## config.mk

```make
export PLATFORM = sky130hd
export DESIGN_NAME = gradient_test_pattern_pixel
export DESIGN_NICKNAME = d
export VERILOG_FILES = /design/src/design/gtp_pkg.sv /design/src/design/gtp_front.sv /design/src/design/gtp_div_stage.sv /design/src/design/gradient_test_pattern_pixel.sv
export SDC_FILE = /design/constraint.sdc
export NUM_CORES = 2
export LEC_CHECK = 0
export BUFFER_PORTS_ARGS = -buffer_cell sky130_fd_sc_hd__buf_2
export CORE_ASPECT_RATIO = 1.2
export CORE_MARGIN = 4
export CORE_UTILIZATION = 40
export DETAILED_ROUTE_END_ITERATION = 16
export PLACE_DENSITY = 0.58
export SYNTH_ARGS = -nofsm -noshare
export SYNTH_HDL_FRONTEND = slang
export SYNTH_HIERARCHICAL = 1
export SYNTH_SLANG_ARGS = --single-unit
```

## constraint.sdc

```tcl
create_clock -name clock -period 63.1 [get_ports clock]
set_input_delay 6.31 -clock clock [delete_from_list [all_inputs] [get_ports clock]]
set_output_delay 6.31 -clock clock [all_outputs]
set_load 0.05 [all_outputs]
```

## src/design/gtp_pkg.sv

```systemverilog
// Shared types and constants for the gradient test-pattern pixel generator.
// Used by gtp_front, gtp_div_stage and gradient_test_pattern_pixel.
package gtp_pkg;

   localparam int MAX_DIM    = 2048;
   localparam int DIM_W      = 12;
   localparam int COORD_W    = 11;
   localparam int CSR_IDX_W  = 4;
   localparam int RED_NUM_W  = 19;   // 255 * x
   localparam int BLU_NUM_W  = 31;   // 255 * (x*x + y*y)
   localparam int SQ_W       = 22;   // x*x
   localparam int SUM_W      = 23;   // x*x + y*y
   localparam int DSQ_W      = 23;   // w*w with w up to MAX_DIM
   localparam int DEN_W      = 24;   // w*w + h*h
   localparam int DIV_STAGES = 8;    // one quotient bit per stage
   localparam logic [7:0] ALPHA_OPAQUE = 8'hFF;

   // Register indexes of the configuration port
   localparam logic [CSR_IDX_W-1:0] CSR_FRAME_WIDTH  = CSR_IDX_W'(0);
   localparam logic [CSR_IDX_W-1:0] CSR_FRAME_HEIGHT = CSR_IDX_W'(1);

   // Item state while it walks the divider stages
   typedef struct packed {
      logic                 oof;
      logic [RED_NUM_W-1:0] red_rem;
      logic [RED_NUM_W-1:0] grn_rem;
      logic [BLU_NUM_W-1:0] blu_rem;
      logic [7:0]           red_q;
      logic [7:0]           grn_q;
      logic [7:0]           blu_q;
   } gtp_div_type;

   // Saturate a programmed dimension to the supported maximum
   function automatic logic [DIM_W-1:0] eff_dim(input logic [DIM_W-1:0] v);
      return (v > DIM_W'(MAX_DIM)) ? DIM_W'(MAX_DIM) : v;
   endfunction

endpackage

```

## src/design/gtp_front.sv

```systemverilog
// Front pipeline: frame check, scaled numerators and squared distance.
// Four register stages; depends on gtp_pkg.
module gtp_front (
   input  logic                         clock,
   input  logic                         reset,
   input  logic                         in_valid,
   output logic                         in_ready,
   input  logic [gtp_pkg::COORD_W-1:0]  in_x,
   input  logic [gtp_pkg::COORD_W-1:0]  in_y,
   input  logic [gtp_pkg::DIM_W-1:0]    eff_w,
   input  logic [gtp_pkg::DIM_W-1:0]    eff_h,
   output logic                         out_valid,
   input  logic                         out_ready,
   output gtp_pkg::gtp_div_type         out_data
);
   import gtp_pkg::*;

   logic v1_ff, v2_ff, v3_ff, v4_ff;
   logic rdy1, rdy2, rdy3, rdy4;

   logic [COORD_W-1:0]   x1_ff, y1_ff;
   logic                 oof1_ff, oof1_in;
   logic [RED_NUM_W-1:0] rnum2_ff, gnum2_ff, rnum2_in, gnum2_in;
   logic [SQ_W-1:0]      xsq2_ff, ysq2_ff, xsq2_in, ysq2_in;
   logic                 oof2_ff;
   logic [RED_NUM_W-1:0] rnum3_ff, gnum3_ff;
   logic [SUM_W-1:0]     sum3_ff, sum3_in;
   logic                 oof3_ff;
   logic [RED_NUM_W-1:0] rnum4_ff, gnum4_ff;
   logic [BLU_NUM_W-1:0] bnum4_ff, bnum4_in;
   logic                 oof4_ff;

   // A stage takes a new item when empty or when its successor moves
   assign rdy4     = !v4_ff || out_ready;
   assign rdy3     = !v3_ff || rdy4;
   assign rdy2     = !v2_ff || rdy3;
   assign rdy1     = !v1_ff || rdy2;
   assign in_ready = rdy1;

   always_comb begin
      oof1_in  = ({1'b0, in_x} >= eff_w) || ({1'b0, in_y} >= eff_h);
      rnum2_in = RED_NUM_W'({x1_ff, 8'b0}) - RED_NUM_W'(x1_ff);
      gnum2_in = RED_NUM_W'({y1_ff, 8'b0}) - RED_NUM_W'(y1_ff);
      xsq2_in  = SQ_W'(x1_ff) * SQ_W'(x1_ff);
      ysq2_in  = SQ_W'(y1_ff) * SQ_W'(y1_ff);
      sum3_in  = SUM_W'(xsq2_ff) + SUM_W'(ysq2_ff);
      bnum4_in = BLU_NUM_W'({sum3_ff, 8'b0}) - BLU_NUM_W'(sum3_ff);
   end

   always_ff @(posedge clock) begin
      if (reset) begin
         v1_ff <= 1'b0;
         v2_ff <= 1'b0;
         v3_ff <= 1'b0;
         v4_ff <= 1'b0;
      end else begin
         if (rdy1) v1_ff <= in_valid;
         if (rdy2) v2_ff <= v1_ff;
         if (rdy3) v3_ff <= v2_ff;
         if (rdy4) v4_ff <= v3_ff;
      end
   end

   always_ff @(posedge clock) begin
      if (rdy1) begin
         x1_ff   <= in_x;
         y1_ff   <= in_y;
         oof1_ff <= oof1_in;
      end
      if (rdy2) begin
         rnum2_ff <= rnum2_in;
         gnum2_ff <= gnum2_in;
         xsq2_ff  <= xsq2_in;
         ysq2_ff  <= ysq2_in;
         oof2_ff  <= oof1_ff;
      end
      if (rdy3) begin
         rnum3_ff <= rnum2_ff;
         gnum3_ff <= gnum2_ff;
         sum3_ff  <= sum3_in;
         oof3_ff  <= oof2_ff;
      end
      if (rdy4) begin
         rnum4_ff <= rnum3_ff;
         gnum4_ff <= gnum3_ff;
         bnum4_ff <= bnum4_in;
         oof4_ff  <= oof3_ff;
      end
   end

   assign out_valid = v4_ff;

   always_comb begin
      out_data         = '0;
      out_data.oof     = oof4_ff;
      out_data.red_rem = rnum4_ff;
      out_data.grn_rem = gnum4_ff;
      out_data.blu_rem = bnum4_ff;
   end

endmodule

```

## src/design/gtp_div_stage.sv

```systemverilog
// One restoring-division step for red, green and blue: one quotient bit each.
// Registered stage with its own valid and ready; depends on gtp_pkg.
module gtp_div_stage (
   input  logic                      clock,
   input  logic                      reset,
   input  logic [2:0]                bit_idx,
   input  logic [gtp_pkg::DIM_W-1:0] eff_w,
   input  logic [gtp_pkg::DIM_W-1:0] eff_h,
   input  logic [gtp_pkg::DEN_W-1:0] denom,
   input  logic                      in_valid,
   output logic                      in_ready,
   input  gtp_pkg::gtp_div_type      in_data,
   output logic                      out_valid,
   input  logic                      out_ready,
   output gtp_pkg::gtp_div_type      out_data
);
   import gtp_pkg::*;

   logic                   valid_ff;
   gtp_div_type            data_ff, data_in;
   logic [RED_NUM_W:0]     red_dv, grn_dv;
   logic [BLU_NUM_W:0]     blu_dv;
   logic [7:0]             qbit;

   assign in_ready = !valid_ff || out_ready;

   always_comb begin
      red_dv  = (RED_NUM_W + 1)'(eff_w) << bit_idx;
      grn_dv  = (RED_NUM_W + 1)'(eff_h) << bit_idx;
      blu_dv  = (BLU_NUM_W + 1)'(denom) << bit_idx;
      qbit    = 8'd1 << bit_idx;
      data_in = in_data;
      if ({1'b0, in_data.red_rem} >= red_dv) begin
         data_in.red_rem = in_data.red_rem - red_dv[RED_NUM_W-1:0];
         data_in.red_q   = in_data.red_q | qbit;
      end
      if ({1'b0, in_data.grn_rem} >= grn_dv) begin
         data_in.grn_rem = in_data.grn_rem - grn_dv[RED_NUM_W-1:0];
         data_in.grn_q   = in_data.grn_q | qbit;
      end
      if ({1'b0, in_data.blu_rem} >= blu_dv) begin
         data_in.blu_rem = in_data.blu_rem - blu_dv[BLU_NUM_W-1:0];
         data_in.blu_q   = in_data.blu_q | qbit;
      end
   end

   always_ff @(posedge clock) begin
      if (reset) begin
         valid_ff <= 1'b0;
      end else if (in_ready) begin
         valid_ff <= in_valid;
      end
   end

   always_ff @(posedge clock) begin
      if (in_ready) begin
         data_ff <= data_in;
      end
   end

   assign out_valid = valid_ff;
   assign out_data  = data_ff;

endmodule

```

## src/design/gradient_test_pattern_pixel.sv

```systemverilog
// Gradient test-pattern pixel generator, top level.
// Pipeline: 12 register stages, 4 front and 8 divider, the first loaded at the edge
//   that accepts its item; throughput one item per clock while the result stream
//   is not stalled.
// Every stage carries its own valid bit and fills bubbles, so a stalled
//   result does not block items behind it while space remains.
// Reset (synchronous, active high) empties the pipeline and sets the frame to 640x480.
module gradient_test_pattern_pixel (
   input  logic                             clock,
   input  logic                             reset,
   // request stream
   input  logic                             req_tvalid,
   output logic                             req_tready,
   input  logic [23:0]                      req_tdata,  // [10:0] pixel_x, [21:11] pixel_y
   // result stream
   output logic                             rsp_tvalid,
   input  logic                             rsp_tready,
   output logic [31:0]                      rsp_tdata,  // [31:0] pixel_word
   output logic                             rsp_tuser,  // [0] out_of_frame
   // configuration writes
   input  logic                             csr_valid,
   output logic                             csr_ready,
   input  logic [gtp_pkg::CSR_IDX_W-1:0]    csr_index,
   input  logic [gtp_pkg::DIM_W-1:0]        csr_data
);
   import gtp_pkg::*;

   logic [DIM_W-1:0] frame_width_ff, frame_height_ff;
   logic [DIM_W-1:0] eff_w, eff_h;
   logic [DSQ_W-1:0] wsq_ff, hsq_ff;
   logic [DEN_W-1:0] denom_ff;

   logic        stg_valid [0:DIV_STAGES];
   logic        stg_ready [0:DIV_STAGES];
   gtp_div_type stg_data  [0:DIV_STAGES];
   gtp_div_type last_data;

   // Configuration: always ready, hold the two frame dimensions
   assign csr_ready = 1'b1;

   always_ff @(posedge clock) begin
      if (reset) begin
         frame_width_ff  <= DIM_W'(640);
         frame_height_ff <= DIM_W'(480);
      end else if (csr_valid && csr_ready) begin
         case (csr_index)
            CSR_FRAME_WIDTH:  frame_width_ff  <= csr_data;
            CSR_FRAME_HEIGHT: frame_height_ff <= csr_data;
            default:          ;
         endcase
      end
   end

   assign eff_w = eff_dim(frame_width_ff);
   assign eff_h = eff_dim(frame_height_ff);

   // Blue divisor w*w + h*h, registered through wsq_ff/hsq_ff and then denom_ff; it settles
   // before any newly accepted item reaches the first divider stage
   always_ff @(posedge clock) begin
      wsq_ff   <= DSQ_W'(eff_w) * DSQ_W'(eff_w);
      hsq_ff   <= DSQ_W'(eff_h) * DSQ_W'(eff_h);
      denom_ff <= DEN_W'(wsq_ff) + DEN_W'(hsq_ff);
   end

   // Front: frame check, 255*x, 255*y, 255*(x*x + y*y)
   gtp_front u_front (
      .clock     (clock),
      .reset     (reset),
      .in_valid  (req_tvalid),
      .in_ready  (req_tready),
      .in_x      (req_tdata[10:0]),
      .in_y      (req_tdata[21:11]),
      .eff_w     (eff_w),
      .eff_h     (eff_h),
      .out_valid (stg_valid[0]),
      .out_ready (stg_ready[0]),
      .out_data  (stg_data[0])
   );

   // Divider chain: quotient bit 7 first, bit 0 last
   for (genvar k = 0; k < DIV_STAGES; k++) begin : g_div
      gtp_div_stage u_stage (
         .clock     (clock),
         .reset     (reset),
         .bit_idx   (3'(DIV_STAGES - 1 - k)),
         .eff_w     (eff_w),
         .eff_h     (eff_h),
         .denom     (denom_ff),
         .in_valid  (stg_valid[k]),
         .in_ready  (stg_ready[k]),
         .in_data   (stg_data[k]),
         .out_valid (stg_valid[k+1]),
         .out_ready (stg_ready[k+1]),
         .out_data  (stg_data[k+1])
      );
   end

   // Last stage register drives the result stream; drop the color when out of frame
   assign last_data             = stg_data[DIV_STAGES];
   assign rsp_tvalid            = stg_valid[DIV_STAGES];
   assign stg_ready[DIV_STAGES] = rsp_tready;
   assign rsp_tuser             = last_data.oof;
   assign rsp_tdata = last_data.oof ? 32'd0
                    : {ALPHA_OPAQUE, last_data.red_q, last_data.grn_q, last_data.blu_q};

endmodule

```

==> results.md <==
- CTS Buf Count: 118
- FF-to-FF setup slack: roughly 57000 ps
- Peak per-stage delay on the critical path: roughly 600 ps
- Initial DRC Count: just over 5000
- # setup viols final: 0
- CTS tree: done
- Share of cells above drive strength 1: 0.09087
- Crit. Startpoint: rsp_tready
- RSZ-0062 raised after global routing: false
- Gpl congestion: a little over 1
- Post-CTS Hold Buffers: 0
- Worst Hold Launch: g_div[3].u_stage/out_data[93]$_DFFE_PP_
- Yosys warns: 6
- Clock root cell: clkbuf_16
- Post-CTS setup buffer count: 0
- Die width: between 400 and 500 um
- Vias/cell: 5.643
- Fmax: ~0.056 GHz
- CTS Sinks: a little over 1000
- Worst slew margin: 0.2496
- Status: finished clean
- Final slew viol count: 0
- Area Overhead vs Synth: 7.734%
- Worst Tran Pin Value: approximately 1100 ps
- Final min period: ~18000 ps
- GRT Overall Usage: 0.2177
- Final WL: 278600 um
- Global-route wire length before repair: approximately 430000 um
- Peak VDD IR: between 0.00003 and 0.00004 V
- Critical path class: primary input to output port
- Final worst-path cycle share: 0.2832
- Buf+Inv Stages, Crit Path: 3
- Synth Area per Inst: 9.583 um2
- PnR worst setup slack: between 40000 and 50000 ps
- FP Rows: between 150 and 200
- Crit path top cell by count: nand2b_4
- Htree depth: 3
- Global route total overflow: 0
- Number of port buffers: slightly below 80
- Final HPWL DP: between 200000 and 250000 um
- Mapped Area: approximately 96000 um2
- Syn Inst Count: just over 10000
- Crit. End Element: output port
- Worst R2R End: wsq_ff[22]$_DFF_P_
- Clock buffer depth: 3
- Vias: between 70000 and 80000
- R2r startpoint: frame_width_ff[11]$_SDFFE_PP0P_
- Final hold vios: 0
- CP required: ~57000 ps
- Drt first pass iters: 6
- WL/cell: approximately 21 um
- Worst hold-check path type: flop to flop
- Crit-path leading delay family: simple AND/OR/NAND/NOR gates
- Worst path cell trace: buf_2 -> nand2b_2 -> nand2b_4 -> nand2b_4 -> nand2b_4 -> nand2b_4 -> nand2b_4 -> nand2b_4 -> nand2b_4 -> nor2b_1 -> and3_1 -> nand2_1 -> buf_4 -> buf_2
- DP Area: about 100000 um2
- Initial antenna violation count: 6
- Core area: between 200000 and 250000 um2
- Reg2Reg Depth: 18
- Power per cell area: 51.29 nW/um2
- Final Skew: between 90 and 100 ps
- Die height: between 500 and 600 um
- DRC violation count after routing: 0
- Largest net degree at the start of global routing: 76
- Startpoint Class: primary input
- Final hold slack: between 400 and 500 ps
- Hold Path Stages: 0
- Total Power: 5324 uW
- Latest clock arrival within the worst-skew pair: 810 ps
- Design area: slightly above 100000 um2
- Worst Path Max Fanout: 33
- Setup WS pre-CTS: 45110 ps
- Leakage: approximately 0.044 uW
- Post-CTS sizing: 0
- Hold Path Sink: g_div[4].u_stage/out_data[93]$_DFFE_PP_
- MaxCap Viol Count: 0
- Nets: ~11000
- Cell at the slowest stage of the critical path: nand2b_2
- TNS Setup: 0 ps
- Starting Density: 0.4018
- Clock Pin Slew Worst Setup and Hold Paths: around 60 ps
- ANT nets after route: 0
- Number of global-route vias before repair: ~76000
- I/O pin count: around 80
- Die Footprint: between 200000 and 250000 um2
- Arrival time worst endpoint: roughly 12000 ps
[cells in the final DEF (no fill, tap or decap), types with 30 or more instances in the layout]
master	n
nand3_1	175
o31ai_1	54
mux2_2	185
a211oi_1	105
and2_1	145
or2_2	30
conb_1	114
a21oi_1	771
a22oi_1	38
dfxtp_1	102
inv_1	742
fa_1	308
o21ai_1	77
a31o_2	34
xnor2_1	340
clkbuf_16	119
a21o_1	266
nand2b_1	84
nand2_1	942
o21a_1	110
nor3_1	141
o21ai_0	505
nor2_1	608
a31oi_1	90
mux2i_1	414
nand4_1	99
edfxtp_1	917
ha_1	864
and3_1	99
o21bai_1	181
o211ai_1	38
buf_4	87
xor2_1	219
buf_2	77
mux4_2	160
nor2b_1	155
clkinv_1	33
nor3b_1	36
a211o_1	30
[layout make-up]
class / instances / area (um2)
fillers: 22910 / 136000
multi-input cells: 7904 / 62260
flip-flops and latches: 1021 / 29620
well taps: 3184 / 3984
clock buffers: 147 / 3123
inverters: 766 / 2877
repair buffers: 164 / 1039
clock inverters: 78 / 884.6
diodes: 8 / 20.02
[worst max path at each step]
stage                  to  slack (ps)  cells after the start
6_report       req_tready       45230                     14
3_3_place_gp   req_tready       45180                     14
3_5_place_dp   req_tready       45110                     14
2_1_floorplan  req_tready       30940                     11
5_1_grt        req_tready       44770                     14
4_1_cts        req_tready       45080                     14
[metal layers]
metal	part of all wire	global-route usage
met1	0.40	0.2511
met3	0.036	0.01843
met2	0.51	0.3967
met5	0	0
met4	0.061	0.1203
[metrics by stage]
stage,cells,util
floorplan,10170,-
global placement,13040,0.4160
detailed placement,13040,0.4160
CTS,13260,0.4327
global route,13270,0.4328
finish,13270,0.4328
[flip-flops by register name, summed over array words and instances, names as in the netlist, 8 cells and up]
signal / cells
u_front/gnum2_ff: 19
hsq_ff: 22
u_front/bnum4_ff: 31
u_front/rnum3_ff: 19
frame_height_ff: 12
u_front/xsq2_ff: 20
g_div.u_stage/out_valid: 8
u_front/gnum3_ff: 19
wsq_ff: 22
u_front/sum3_ff: 23
u_front/gnum4_ff: 19
u_front/x1_ff: 11
u_front/y1_ff: 11
u_front/rnum4_ff: 19
denom_ff: 24
frame_width_ff: 12
u_front/ysq2_ff: 20
g_div.u_stage/out_data: 683
u_front/rnum2_ff: 19
[report_power, final]
group / internal (uW) / leakage, uW / total [uW] / switching [uW]
combinational: 1370 / 0.0311 / 3310 / 1940
clock: 400 / 0.00192 / 698 / 298
sequential: 1150 / 0.0105 / 1320 / 164
total: 2920 / 0.0435 / 5320 / 2400
Note: power is estimated with default switching activity, not from simulation.
